--- src/rtl/htt_pkg.sv ---
`default_nettype none
package htt_pkg;

    // event codes
    localparam logic [3:0] EV_CHAR    = 4'd0;
    localparam logic [3:0] EV_EOF     = 4'd1;
    localparam logic [3:0] EV_START   = 4'd2;
    localparam logic [3:0] EV_END     = 4'd3;
    localparam logic [3:0] EV_NAME    = 4'd4;
    localparam logic [3:0] EV_ABEGIN  = 4'd5;
    localparam logic [3:0] EV_ANAME   = 4'd6;
    localparam logic [3:0] EV_AVAL    = 4'd7;
    localparam logic [3:0] EV_DOCTYPE = 4'd8;
    localparam logic [3:0] EV_DCHAR   = 4'd9;
    localparam logic [3:0] EV_DONE    = 4'd10;

    typedef struct packed {
        logic [3:0] event_res;
        logic [7:0] char_value;
        logic       has_char;
        logic       slash_end;
    } res_t;

    typedef struct packed {
        logic [3:0] parse_state;
        logic [2:0] keyword_progress;
        logic       closing_flag;
    } state_t;

    typedef struct packed {
        logic emit;
        res_t res;
    } step_t;

endpackage
`default_nettype wire

--- src/rtl/htt_if.sv ---
`default_nettype none
interface htt_byte_if;
    logic       valid;
    logic       ready;
    logic [7:0] byte_in;

    modport source (output valid, output byte_in, input ready);
    modport sink (input valid, input byte_in, output ready);
endinterface

interface htt_event_if;
    logic       valid;
    logic       ready;
    logic [3:0] event_res;
    logic [7:0] char_value;
    logic       has_char;
    logic       slash_end;

    modport source (output valid, output event_res, output char_value, output has_char,
                    output slash_end, input ready);
    modport sink (input valid, input event_res, input char_value, input has_char,
                  input slash_end, output ready);
endinterface
`default_nettype wire

--- src/rtl/htt_step.sv ---
`default_nettype none
module htt_step
    import htt_pkg::*;
(
    input  wire logic [7:0] byte_in,
    input  wire state_t     cur,
    output state_t          nxt,
    output step_t           step
);

    localparam logic [3:0] ST_DATA         = 4'd0;
    localparam logic [3:0] ST_TAG_OPEN     = 4'd1;
    localparam logic [3:0] ST_TAG_NAME     = 4'd2;
    localparam logic [3:0] ST_SELF_CLOSE   = 4'd3;
    localparam logic [3:0] ST_BEFORE_ANAME = 4'd4;
    localparam logic [3:0] ST_ANAME        = 4'd5;
    localparam logic [3:0] ST_AFTER_ANAME  = 4'd6;
    localparam logic [3:0] ST_BEFORE_AVAL  = 4'd7;
    localparam logic [3:0] ST_AVAL_SQ      = 4'd8;
    localparam logic [3:0] ST_AVAL_DQ      = 4'd9;
    localparam logic [3:0] ST_AFTER_AVAL   = 4'd10;
    localparam logic [3:0] ST_END_OPEN     = 4'd11;
    localparam logic [3:0] ST_MARKUP       = 4'd12;
    localparam logic [3:0] ST_DOCTYPE      = 4'd13;
    localparam logic [3:0] ST_BEFORE_DNAME = 4'd14;
    localparam logic [3:0] ST_DNAME        = 4'd15;

    localparam logic [7:0] CH_LT    = 8'h3C;
    localparam logic [7:0] CH_GT    = 8'h3E;
    localparam logic [7:0] CH_SLASH = 8'h2F;
    localparam logic [7:0] CH_BANG  = 8'h21;
    localparam logic [7:0] CH_EQ    = 8'h3D;
    localparam logic [7:0] CH_SQ    = 8'h27;
    localparam logic [7:0] CH_DQ    = 8'h22;
    localparam logic [7:0] CH_TAB   = 8'h09;
    localparam logic [7:0] CH_LF    = 8'h0A;
    localparam logic [7:0] CH_FF    = 8'h0C;
    localparam logic [7:0] CH_SP    = 8'h20;
    localparam logic [7:0] CH_NUL   = 8'h00;

    localparam logic [2:0] KW_LEN   = 3'd7;

    function automatic logic is_space(input logic [7:0] c);
        return c inside {CH_TAB, CH_LF, CH_FF, CH_SP};
    endfunction

    function automatic logic is_alpha(input logic [7:0] c);
        return c inside {[8'h41:8'h5A], [8'h61:8'h7A]};
    endfunction

    // letters of "DOCTYPE"
    function automatic logic [7:0] kw_char(input logic [2:0] p);
        logic [7:0] ch;
        case (p)
            3'd0:    ch = 8'h44;
            3'd1:    ch = 8'h4F;
            3'd2:    ch = 8'h43;
            3'd3:    ch = 8'h54;
            3'd4:    ch = 8'h59;
            3'd5:    ch = 8'h50;
            3'd6:    ch = 8'h45;
            default: ch = 8'h44;
        endcase
        return ch;
    endfunction

    function automatic res_t mk_res(input logic [3:0] ev, input logic [7:0] c,
                                    input logic has, input logic sc);
        res_t r;
        r.event_res  = ev;
        r.char_value = has ? c : 8'h00;
        r.has_char   = has;
        r.slash_end  = sc;
        return r;
    endfunction

    logic [7:0] c;
    // before-attribute-name handling, shared with the self-closing fall-through
    logic [3:0] ban_state;
    logic       ban_closing;
    logic       ban_emit;
    res_t       ban_res;
    logic [2:0] kw_p;
    logic [2:0] kw_p1;

    assign c = byte_in;

    always_comb
    begin
        ban_state   = ST_BEFORE_ANAME;
        ban_closing = 1'b0;
        ban_emit    = 1'b0;
        ban_res     = mk_res(EV_ABEGIN, c, 1'b1, 1'b0);
        if (is_space(c))
        begin
            ban_state = ST_BEFORE_ANAME;
        end
        else if (c == CH_GT)
        begin
            ban_state = ST_DATA;
            ban_emit  = 1'b1;
            ban_res   = mk_res(EV_DONE, c, 1'b0, 1'b0);
        end
        else if (c == CH_SLASH)
        begin
            ban_state   = ST_SELF_CLOSE;
            ban_closing = 1'b1;
        end
        else if (c == CH_EQ)
        begin
            ban_state = ST_BEFORE_AVAL;
            ban_emit  = 1'b1;
            ban_res   = mk_res(EV_ABEGIN, c, 1'b0, 1'b0);
        end
        else
        begin
            ban_state = ST_ANAME;
            ban_emit  = 1'b1;
        end
    end

    assign kw_p  = (cur.keyword_progress >= KW_LEN) ? 3'd0 : cur.keyword_progress;
    assign kw_p1 = kw_p + 3'd1;

    always_comb
    begin
        nxt       = cur;
        step.emit = 1'b0;
        step.res  = mk_res(EV_CHAR, c, 1'b0, 1'b0);
        case (cur.parse_state)
            ST_DATA:
            begin
                if (c == CH_LT)
                begin
                    nxt.parse_state = ST_TAG_OPEN;
                end
                else if (!is_space(c))
                begin
                    step.emit = 1'b1;
                    step.res  = (c == CH_NUL) ? mk_res(EV_EOF, c, 1'b0, 1'b0)
                                              : mk_res(EV_CHAR, c, 1'b1, 1'b0);
                end
            end
            ST_TAG_OPEN:
            begin
                if (c == CH_BANG)
                begin
                    nxt.parse_state      = ST_MARKUP;
                    nxt.keyword_progress = 3'd0;
                end
                else if (c == CH_SLASH)
                begin
                    nxt.parse_state = ST_END_OPEN;
                end
                else if (is_alpha(c))
                begin
                    nxt.parse_state = ST_TAG_NAME;
                    step.emit       = 1'b1;
                    step.res        = mk_res(EV_START, c, 1'b1, 1'b0);
                end
            end
            ST_TAG_NAME:
            begin
                if (c == CH_GT)
                begin
                    nxt.parse_state = ST_DATA;
                    step.emit       = 1'b1;
                    step.res        = mk_res(EV_DONE, c, 1'b0, 1'b0);
                end
                else if (c == CH_SLASH)
                begin
                    nxt.parse_state  = ST_SELF_CLOSE;
                    nxt.closing_flag = 1'b1;
                end
                else if (is_space(c))
                begin
                    nxt.parse_state = ST_BEFORE_ANAME;
                end
                else
                begin
                    step.emit = 1'b1;
                    step.res  = mk_res(EV_NAME, c, 1'b1, 1'b0);
                end
            end
            ST_SELF_CLOSE:
            begin
                if (c == CH_GT)
                begin
                    nxt.parse_state  = ST_DATA;
                    nxt.closing_flag = 1'b0;
                    step.emit        = 1'b1;
                    step.res         = mk_res(EV_DONE, c, 1'b0, cur.closing_flag);
                end
                else
                begin
                    // slash not closing the tag: reprocess as before attribute name
                    nxt.parse_state  = ban_state;
                    nxt.closing_flag = ban_closing;
                    step.emit        = ban_emit;
                    step.res         = ban_res;
                end
            end
            ST_BEFORE_ANAME:
            begin
                nxt.parse_state = ban_state;
                if (ban_closing)
                begin
                    nxt.closing_flag = 1'b1;
                end
                step.emit = ban_emit;
                step.res  = ban_res;
            end
            ST_ANAME:
            begin
                if (is_space(c))
                begin
                    nxt.parse_state = ST_AFTER_ANAME;
                end
                else if (c == CH_GT)
                begin
                    nxt.parse_state = ST_DATA;
                    step.emit       = 1'b1;
                    step.res        = mk_res(EV_DONE, c, 1'b0, 1'b0);
                end
                else if (c == CH_EQ)
                begin
                    nxt.parse_state = ST_BEFORE_AVAL;
                end
                else
                begin
                    step.emit = 1'b1;
                    step.res  = mk_res(EV_ANAME, c, 1'b1, 1'b0);
                end
            end
            ST_AFTER_ANAME, ST_AFTER_AVAL:
            begin
                if (c == CH_GT)
                begin
                    nxt.parse_state = ST_DATA;
                    step.emit       = 1'b1;
                    step.res        = mk_res(EV_DONE, c, 1'b0, 1'b0);
                end
                else if (c == CH_SLASH)
                begin
                    nxt.parse_state  = ST_SELF_CLOSE;
                    nxt.closing_flag = 1'b1;
                end
                else if (is_space(c) && cur.parse_state == ST_AFTER_AVAL)
                begin
                    nxt.parse_state = ST_BEFORE_ANAME;
                end
            end
            ST_BEFORE_AVAL:
            begin
                if (c == CH_SQ)
                begin
                    nxt.parse_state = ST_AVAL_SQ;
                end
                else if (c == CH_DQ)
                begin
                    nxt.parse_state = ST_AVAL_DQ;
                end
            end
            ST_AVAL_SQ, ST_AVAL_DQ:
            begin
                if ((cur.parse_state == ST_AVAL_SQ && c == CH_SQ) ||
                    (cur.parse_state == ST_AVAL_DQ && c == CH_DQ))
                begin
                    nxt.parse_state = ST_AFTER_AVAL;
                end
                else
                begin
                    step.emit = 1'b1;
                    step.res  = mk_res(EV_AVAL, c, 1'b1, 1'b0);
                end
            end
            ST_END_OPEN:
            begin
                if (is_alpha(c))
                begin
                    nxt.parse_state = ST_TAG_NAME;
                    step.emit       = 1'b1;
                    step.res        = mk_res(EV_END, c, 1'b1, 1'b0);
                end
            end
            ST_MARKUP:
            begin
                if (c == kw_char(kw_p))
                begin
                    if (kw_p1 == KW_LEN)
                    begin
                        nxt.keyword_progress = 3'd0;
                        nxt.parse_state      = ST_DOCTYPE;
                    end
                    else
                    begin
                        nxt.keyword_progress = kw_p1;
                    end
                end
                else
                begin
                    nxt.keyword_progress = (c == kw_char(3'd0)) ? 3'd1 : 3'd0;
                end
            end
            ST_DOCTYPE:
            begin
                if (is_space(c))
                begin
                    nxt.parse_state = ST_BEFORE_DNAME;
                end
            end
            ST_BEFORE_DNAME:
            begin
                nxt.parse_state = ST_DNAME;
                step.emit       = 1'b1;
                step.res        = mk_res(EV_DOCTYPE, c, 1'b1, 1'b0);
            end
            default:
            begin
                // doctype name
                if (c == CH_GT)
                begin
                    nxt.parse_state = ST_DATA;
                    step.emit       = 1'b1;
                    step.res        = mk_res(EV_DONE, c, 1'b0, 1'b0);
                end
                else
                begin
                    step.emit = 1'b1;
                    step.res  = mk_res(EV_DCHAR, c, 1'b1, 1'b0);
                end
            end
        endcase
    end

endmodule
`default_nettype wire

--- src/rtl/htt_res_reg.sv ---
`default_nettype none
module htt_res_reg
    import htt_pkg::*;
(
    input  wire logic       clk,
    input  wire logic       rst_n,
    input  wire logic       load,
    input  wire res_t       res_in,
    output logic            can_load,
    htt_event_if.source     out_ch
);

    logic valid_reg;
    logic valid_next;
    res_t res_reg;

    assign can_load   = !valid_reg || out_ch.ready;
    assign valid_next = load ? 1'b1 : (out_ch.ready ? 1'b0 : valid_reg);

    always_ff @(posedge clk or negedge rst_n)
    begin
        if (!rst_n)
        begin
            valid_reg <= 1'b0;
        end
        else
        begin
            valid_reg <= valid_next;
        end
    end

    always_ff @(posedge clk)
    begin
        if (load)
        begin
            res_reg <= res_in;
        end
    end

    assign out_ch.valid      = valid_reg;
    assign out_ch.event_res  = res_reg.event_res;
    assign out_ch.char_value = res_reg.char_value;
    assign out_ch.has_char   = res_reg.has_char;
    assign out_ch.slash_end  = res_reg.slash_end;

endmodule
`default_nettype wire

--- src/rtl/html_tag_tokenizer.sv ---
// A byte is held in the input register while its event is decoded; its event word is then
// registered in the result register and offered on the output from there.
// Throughput: one byte per cycle; the input register and the result register both advance
// in the same cycle, and bytes that give no event pass without touching the result register.
// Only a full result register that is not being taken holds a byte that gives an event.
// Reset (rst_n, async, active low): both stages empty, tokenizer in data state,
// keyword counter and self-closing flag cleared.
`default_nettype none
module html_tag_tokenizer
    import htt_pkg::*;
(
    input  wire logic   clk,
    input  wire logic   rst_n,
    htt_byte_if.sink    in_ch,
    htt_event_if.source out_ch
);

    logic       s1_valid_reg;
    logic       s1_valid_next;
    logic [7:0] s1_byte_reg;
    state_t     state_reg;
    state_t     state_next;
    step_t      step;
    logic       can_load;
    logic       s1_fire;
    logic       in_accept;

    assign s1_fire       = s1_valid_reg && (!step.emit || can_load);
    assign in_ch.ready   = !s1_valid_reg || s1_fire;
    assign in_accept     = in_ch.valid && in_ch.ready;
    assign s1_valid_next = in_accept ? 1'b1 : (s1_fire ? 1'b0 : s1_valid_reg);

    always_ff @(posedge clk or negedge rst_n)
    begin
        if (!rst_n)
        begin
            s1_valid_reg <= 1'b0;
            state_reg    <= '0;
        end
        else
        begin
            s1_valid_reg <= s1_valid_next;
            if (s1_fire)
            begin
                state_reg <= state_next;
            end
        end
    end

    always_ff @(posedge clk)
    begin
        if (in_accept)
        begin
            s1_byte_reg <= in_ch.byte_in;
        end
    end

    htt_step u_step (
        .byte_in (s1_byte_reg),
        .cur     (state_reg),
        .nxt     (state_next),
        .step    (step)
    );

    htt_res_reg u_res (
        .clk      (clk),
        .rst_n    (rst_n),
        .load     (s1_fire && step.emit),
        .res_in   (step.res),
        .can_load (can_load),
        .out_ch   (out_ch)
    );

endmodule
`default_nettype wire

--- src/flat_wrapper.sv ---
// flat-port wrapper written by rule: the top's interface ports become plain ports
module html_tag_tokenizer_flat import htt_pkg::*;
  (clk, rst_n, in_ch_valid, in_ch_byte_in, in_ch_ready, out_ch_valid, out_ch_event_res, out_ch_char_value, out_ch_has_char, out_ch_slash_end, out_ch_ready);
  htt_byte_if in_ch_i ();
  htt_event_if out_ch_i ();
  input  wire logic clk;
  input  wire logic rst_n;
  input wire logic [$bits(in_ch_i.valid)-1:0] in_ch_valid;
  input wire logic [$bits(in_ch_i.byte_in)-1:0] in_ch_byte_in;
  output wire logic [$bits(in_ch_i.ready)-1:0] in_ch_ready;
  output wire logic [$bits(out_ch_i.valid)-1:0] out_ch_valid;
  output wire logic [$bits(out_ch_i.event_res)-1:0] out_ch_event_res;
  output wire logic [$bits(out_ch_i.char_value)-1:0] out_ch_char_value;
  output wire logic [$bits(out_ch_i.has_char)-1:0] out_ch_has_char;
  output wire logic [$bits(out_ch_i.slash_end)-1:0] out_ch_slash_end;
  input wire logic [$bits(out_ch_i.ready)-1:0] out_ch_ready;
  assign in_ch_i.valid = in_ch_valid;
  assign in_ch_i.byte_in = in_ch_byte_in;
  assign in_ch_ready = in_ch_i.ready;
  assign out_ch_valid = out_ch_i.valid;
  assign out_ch_event_res = out_ch_i.event_res;
  assign out_ch_char_value = out_ch_i.char_value;
  assign out_ch_has_char = out_ch_i.has_char;
  assign out_ch_slash_end = out_ch_i.slash_end;
  assign out_ch_i.ready = out_ch_ready;
  html_tag_tokenizer u_core (.clk(clk), .rst_n(rst_n), .in_ch(in_ch_i), .out_ch(out_ch_i));
endmodule
--- config.mk ---
export PLATFORM = sky130hd
export DESIGN_NAME = html_tag_tokenizer_flat
export DESIGN_NICKNAME = d
export VERILOG_FILES = /design/src/rtl/htt_pkg.sv /design/src/rtl/htt_if.sv /design/src/rtl/htt_step.sv /design/src/rtl/htt_res_reg.sv /design/src/rtl/html_tag_tokenizer.sv /design/src/flat_wrapper.sv
export SDC_FILE = /design/constraint.sdc
export NUM_CORES = 1
export LEC_CHECK = 0
export BUFFER_PORTS_ARGS = -buffer_cell sky130_fd_sc_hd__buf_2
export CORE_MARGIN = 1.5
export CORE_UTILIZATION = 50
export DETAILED_ROUTE_END_ITERATION = 7
export HOLD_SLACK_MARGIN = 0.1
export PLACE_DENSITY = 0.7
export SLEW_MARGIN = 20
export SYNTH_ARGS = -nofsm -noshare
export SYNTH_HDL_FRONTEND = slang
export SYNTH_SLANG_ARGS = --single-unit
export TNS_END_PERCENT = 30
--- constraint.sdc ---
create_clock -name clk -period 3.2 [get_ports clk]
set_input_delay 0.16 -clock clk [delete_from_list [all_inputs] [get_ports clk]]
set_output_delay 0.16 -clock clk [all_outputs]
set_load 0.1 [all_outputs]
# Word-level counts from Yosys, hierarchy flattened
# Index checks and enable logic that the tools add are counted.
dict set report totals {
  regBits 32
  input_bits 12
  out_inout_bits 16
  word_cells 165
}
dict set report op_classes {
  n_addsub 1
  magnitude_cmp 5
  n_eq_ne 47
  muxes 71
  n_reduce_logical 31
}
# operator count
set op_table {}
lappend op_table {{15-bit two-way mux} 15}
lappend op_table {{15-bit one-hot mux with 11 select lines} 1}
lappend op_table {{4-bit two-way mux} 21}
lappend op_table {{8-bit by 6-bit == test with 1-bit output (second input constant)} 8}
lappend op_table {{4-bit one-hot mux with 13 select lines} 1}
lappend op_table {{5-bit one-hot mux with 6 select lines} 1}
lappend op_table {{4-bit == test (second input constant)} 7}
lappend op_table {{14-bit two-way mux} 2}
lappend op_table {{8-bit by 4-bit == test with 1-bit output (second input constant)} 3}
lappend op_table {{3-bit two-way mux} 7}
lappend op_table {{10-bit two-way mux} 2}
lappend op_table {{4-bit by 3-bit == test with 1-bit output (second input constant)} 4}
lappend op_table {{8-bit by 7-bit >= comparator with 1-bit output (second input constant)} 2}
lappend op_table {{8-bit by 7-bit less-or-equal comparator with 1-bit output (second input constant)} 2}
lappend op_table {{2-bit inequality test (second input constant)} 8}
lappend op_table {{1-bit two-way mux} 15}
lappend op_table {{14-bit nonzero test} 1}
lappend op_table {{3-bit == test (second input constant)} 4}
lappend op_table {{12-bit two-way mux} 1}
lappend op_table {{4-bit inequality test (second input constant)} 3}
lappend op_table {{11-bit two-way mux} 1}
lappend op_table {{11-bit AND reduction} 1}
lappend op_table {{4-bit by 2-bit == test with 1-bit output (second input constant)} 2}
lappend op_table {{8-bit by 7-bit == test with 1-bit output (second input constant)} 1}
lappend op_table {{24 further kinds} 42}

# Longest topological paths before layout
dict set report depth {
  word_depth 13
  ltp_mapped 9
  depth_no_buf 9
}

# Hierarchy
# A second synthesis with hierarchy kept.
dict set report unflattened {
  cells_unflattened 316
  hier_area_um2 2741.4
}
# module instances cells_each area_each_um2
set modules_own_cells {}
lappend modules_own_cells {htt_step 1 268 1670.4}
lappend modules_own_cells {html_tag_tokenizer 1 31 603.1}
lappend modules_own_cells {htt_res_reg 1 17 467.9}

# Least setup slack after synthesis
# Ideal clock, no wire load.
dict set report synth_path {
  path_type {register to register}
  startpoint {register u_core.s1_byte_reg[7]}
  endpoint {register u_core.s1_byte_reg[0], enable pin}
  arrival_time_ns 3.117
  path_slack_ns -0.249
  path_stages_with_launch 8
  n_path_buf 0
  cell_sequence {edfxtp_1 or4_4 or4_4 o21ai_1 o311a_2 nand2_1 nand3_1 and2_1}
}
dict set report synth_via {
  elab_chain_len 12
  elab_cells_between_ends 46
  cone_classes {4 x order compare; 11 x eq/ne; 19 x mux; 12 x reduce/logical}
}
# element line
set synth_rtl {}
lappend synth_rtl {{start, declared} html_tag_tokenizer.sv:20} ;# logic [7:0] s1_byte_reg;
lappend synth_rtl {{start signal, assigned} html_tag_tokenizer.sv:54} ;# s1_byte_reg <= in_ch.byte_in;
lappend synth_rtl {{8-bit by 7-bit >= comparator with 1-bit output or 8-bit by 7-bit less-or-equal comparator with 1-bit output (tied branches)} htt_step.sv:48} ;# return c inside {[8'h41:8'h5A], [8'h61:8'h7A]};
lappend synth_rtl {{1-bit logical AND} htt_step.sv:48}
lappend synth_rtl {{2-bit nonzero test} htt_step.sv:48}
lappend synth_rtl {{15-bit two-way mux} htt_step.sv:155} ;# else if (is_alpha(c))
lappend synth_rtl {{15-bit two-way mux} htt_step.sv:151} ;# else if (c == CH_SLASH)
lappend synth_rtl {{15-bit two-way mux} htt_step.sv:146} ;# if (c == CH_BANG)
lappend synth_rtl {{15-bit one-hot mux with 11 select lines *} htt_step.sv:130} ;# case (cur.parse_state)
lappend synth_rtl {{1-bit zero test *} html_tag_tokenizer.sv:28} ;# assign s1_fire = s1_valid_reg && (!step.emit || can_load);
lappend synth_rtl {{1-bit logical OR *} html_tag_tokenizer.sv:28}
lappend synth_rtl {{1-bit logical AND *} html_tag_tokenizer.sv:28}
lappend synth_rtl {{1-bit logical OR *} html_tag_tokenizer.sv:29} ;# assign in_ch.ready = !s1_valid_reg || s1_fire;
lappend synth_rtl {{net in_ch_ready} flat_wrapper.sv:10} ;# output wire logic [$bits(in_ch_i.ready)-1:0] in_ch_ready;
lappend synth_rtl {{1-bit logical AND *} html_tag_tokenizer.sv:30} ;# assign in_accept = in_ch.valid && in_ch.ready;
lappend synth_rtl {{net u_core.in_accept} html_tag_tokenizer.sv:26} ;# logic in_accept;
# Mark *: on every way through the listed nets, which the timed path passes. The rest lies on a longest branch.
# A chain may end at the register's enable or synchronous reset.

# Worst setup path in the final report
dict set report layout_path {
  startpoint {register u_core.s1_byte_reg[7]}
  endpoint {output in_ch_ready}
}
dict set report layout_via {
  elab_chain_len 11
  elab_cells_between_ends 45
  cone_classes {4 x order compare; 11 x eq/ne; 19 x mux; 11 x reduce/logical}
}
# element line
set layout_rtl {}
lappend layout_rtl {{8-bit by 7-bit >= comparator with 1-bit output or 8-bit by 7-bit less-or-equal comparator with 1-bit output (tied branches)} htt_step.sv:48}
lappend layout_rtl {{1-bit logical AND} htt_step.sv:48}
lappend layout_rtl {{2-bit nonzero test} htt_step.sv:48}
lappend layout_rtl {{15-bit two-way mux} htt_step.sv:155}
lappend layout_rtl {{15-bit two-way mux} htt_step.sv:151}
lappend layout_rtl {{15-bit two-way mux} htt_step.sv:146}
lappend layout_rtl {{15-bit one-hot mux with 11 select lines *} htt_step.sv:130}
lappend layout_rtl {{1-bit zero test *} html_tag_tokenizer.sv:28}
lappend layout_rtl {{1-bit logical OR *} html_tag_tokenizer.sv:28}
lappend layout_rtl {{1-bit logical AND *} html_tag_tokenizer.sv:28}
lappend layout_rtl {{1-bit logical OR *} html_tag_tokenizer.sv:29}
lappend layout_rtl {{end, declared} flat_wrapper.sv:10}
# Mark *: on every way between the ends. The rest lies on a longest branch, timed or not.

==> results by group <==
Pwr
  • LEAKAGE: 1.175 nW
  • P_int: 0.001513 W
  • Clock power frac: 0.115
  • Comb pwr share: 0.647
  • Sequential share of power: 0.239
  • Total Power: 0.003309 W
  • Switching Fraction: 0.5428
  • NetSw: 0.001796 W
  • Power Density: 1075 mW/mm²
  • Worst VDD drop: 0.0005770 V

STA
  • Worst Tran Pin Value: 775.0 ps
  • F_max: 335.9 MHz
  • Max Transition Viols Final: 0
  • Period utilization: 0.9302
  • Slew margin rel.: 0.4760
  • Worst Skew: 8.964 ps
  • Final min period: 2977 ps
  • Hold violation count in the final report: 0
  • Final TNS setup: 0 ps
  • Final setup fails: 0
  • RSZ-0062 raised after global routing: no

Floorplan
  • Die area: 0.005582 mm²
  • Core ar.: 0.004848 mm²
  • I/O pin total: 28
  • Die width: 74.71 µm
  • Die Height: 74.71 µm
  • Initial core utilization: 0.5303
  • Row count: 25

Worst setup path
  • Largest delay share family, worst path: simple AND/OR/NAND/NOR gates
  • CP Max Fanout: 7
  • Critical Path AT: 2820 ps
  • Setup CP Type: reg -> out
  • CP required: 3040 ps
  • Most used cell, CP: or4_4
  • CP cell instances: or4_4, or4_4, o21ai_1, o311a_2, nand2_1, nand3_2, buf_2
  • Slowest-stage cell, CP: or4_4
  • Worst path bufs/invs: 1
  • Crit path largest cell delay: 590 ps
  • Critical Path Source Type: flip-flop
  • Crit. End Element: output pin

Placed design
  • IO buf count: 27
  • RePlAce Congestion: 0.9971
  • DPL Wire Length: 5433 µm

Logic synthesis
  • Complex-gate fraction of the synthesized area: 0.2672
  • Post-Synth XOR/XNOR Area: 0.02044
  • Syn avg cell area: 8.687 µm²
  • Synth warnings: 0
  • Main combinational cell family by area after synthesis: simple AND/OR/NAND/NOR gates
  • Seq cells post-synth: 32
  • Netlist Area Pre-Place: 0.002571 mm²
  • Async S/R FF share, synth: 0.3125
  • Synthesized net count: 311
  • EDFF count, synth: 22
  • Post-synthesis mux area share: 0.02822
  • Distinct cells, synth: 65
  • Sequential share of the synthesized area: 0.3543
  • Post-Synthesis Cells: 296
  • Synth Area in Adders: 0.01460
  • Post-Synth Simple-Gate Area: 0.2735
  • Largest cells by area after synthesis: edfxtp_1, dfrtp_1, nand2_1
  • Largest area contributor in the netlist: edfxtp_1
  • Ys flop type: edfxtp_1
  • Post-synth top area share: 0.2569

Final layout
  • ANT cells: 0
  • Nets@finish: 356
  • Area Growth Syn to Fin: 19.76%
  • Share of layout cells above drive strength 1: 0.2310
  • Commonest non-fill, non-tap cell in the layout: nand2_1
  • Most frequent cells in the layout: nand2_1, buf_2, nor2_1, edfxtp_1, buf_4
  • Core Util, Final: 0.6351

Clock network
  • Clock Sink Count: 32
  • TritonCTS clock tree: built
  • H-tree lvl count: 2
  • Clk root buf: clkbuf_8
  • Worst-Skew Late Latency: 290 ps
  • Cts bufs inserted: 5
  • Post_cts resized: 0
  • Worst-path clk slew: 60 ps
  • Clk buf depth: 2

Global routing
  • Initial antenna violation count: 0
  • Number of global-route vias before repair: 2372
  • Largest net degree at the start of global routing: 16
  • First-pass GRT wire length: 11630 µm
  • GR Overflow Total: 0
  • Total GRT Usage: 0.2791

Routing
  • DRC violations left: 0
  • Wirelength per Cell: 17.33 µm
  • Vias/cell: 6.235
  • DRT antenna net count: 0
  • Total number of vias: 2550
  • DR iter-0 viols: 398
  • DRT Wirelength: 7086 µm
  • Pre-antenna DRT Iters: 6

Flow run
  • Max Cap Violations: 0

Outcome
  • Status: finished clean

Hold path
  • Hold crit path type: in -> reg
[timing repair]
action / in CTS / in global routing
hold buffers: 10 / 0
endpoints found under the hold margin: 19 / 0
setup buffers: 0 / 0
[cells in the mapped netlist, types with 5 or more instances]
| cell type | instances |
|---|---|
| nor2_1 | 22 |
| nand2b_1 | 12 |
| nand3_1 | 6 |
| and2_1 | 6 |
| nor3_1 | 10 |
| nand2_1 | 32 |
| o22ai_1 | 7 |
| o21ai_0 | 18 |
| dfrtp_1 | 10 |
| nor2b_1 | 7 |
| clkbuf_1 | 12 |
| o31ai_1 | 6 |
| edfxtp_1 | 22 |
| xor2_1 | 5 |
| a21oi_1 | 15 |
| inv_1 | 7 |
| a21boi_0 | 5 |
[kinds of logic after synthesis]
logic type,count (synthesis)
and+or+nand+nor,127
AOI/OAI and AO/OA,95
DFF,32
buffers and inverters,27
xor gates and xnor gates,6
muxes,6
adders and majority gates,3
[tightest hold or removal path: stages]
cell and delay, ps:
buf_2 80, nor2b_1 50, nand3_2 80, nand2b_1 50
[layout make-up]
type | count | area, µm²
clock buffers | 6 | 72.57
well taps | 67 | 83.83
multi-input cells | 237 | 1558
repair buffers | 58 | 392.9
inverters | 7 | 26.28
flip-flops and latches | 32 | 910.9
clock inverters | 2 | 35.03
fillers | 425 | 1769
[stage by stage]
stage	area [µm²]	hold WS (ps)	instances	setup WS, ps
2_1_floorplan	2576	-135.6	296	137.8
3_3_place_gp	2872	33.05	391	380.3
3_5_place_dp	2872	35.23	391	401.1
4_1_cts	3079	182.3	409	228.6
5_1_grt	3079	210.3	409	77.78
6_report	3079	180.8	409	223.3
[metal layers]
| metal | up-vias | track usage | wire (µm) |
|---|---|---|---|
| li1 | 1217 | - | - |
| met1 | 1161 | 0.3676 | 3015 |
| met2 | 135 | 0.4315 | 3218 |
| met3 | 37 | 0.06560 | 539 |
| met4 | 0 | 0.1394 | 313 |
| met5 | - | 0 | 0 |
[worst paths after layout]
kind,from,cells after the start,slack [ps],endpoint
setup / recovery,u_core.s1_byte_reg[7],7,220,in_ch_ready
hold / removal,out_ch_ready,4,180,u_core.s1_valid_reg
setup reg to reg,u_core.state_reg[2],8,350,u_core.state_reg[6]
hold reg to reg,u_core.state_reg[0],3,610,u_core.state_reg[0]
max in group asynchronous,rst_n,2,2750,u_core.state_reg[5]
min in group asynchronous,rst_n,2,260,u_core.state_reg[4]
[power groups by stage]
stage	Sequential, W	Clock [W]	Combinational, W
floorplan	0.00139	0	0.00103
global placement	0.000794	0	0.00211
detailed placement	0.000797	0	0.00210
CTS	0.000788	0.000385	0.00211
global route	0.000816	0.000404	0.00227
finish	0.000791	0.000379	0.00214
Note: power is estimated with default switching activity, not from simulation.
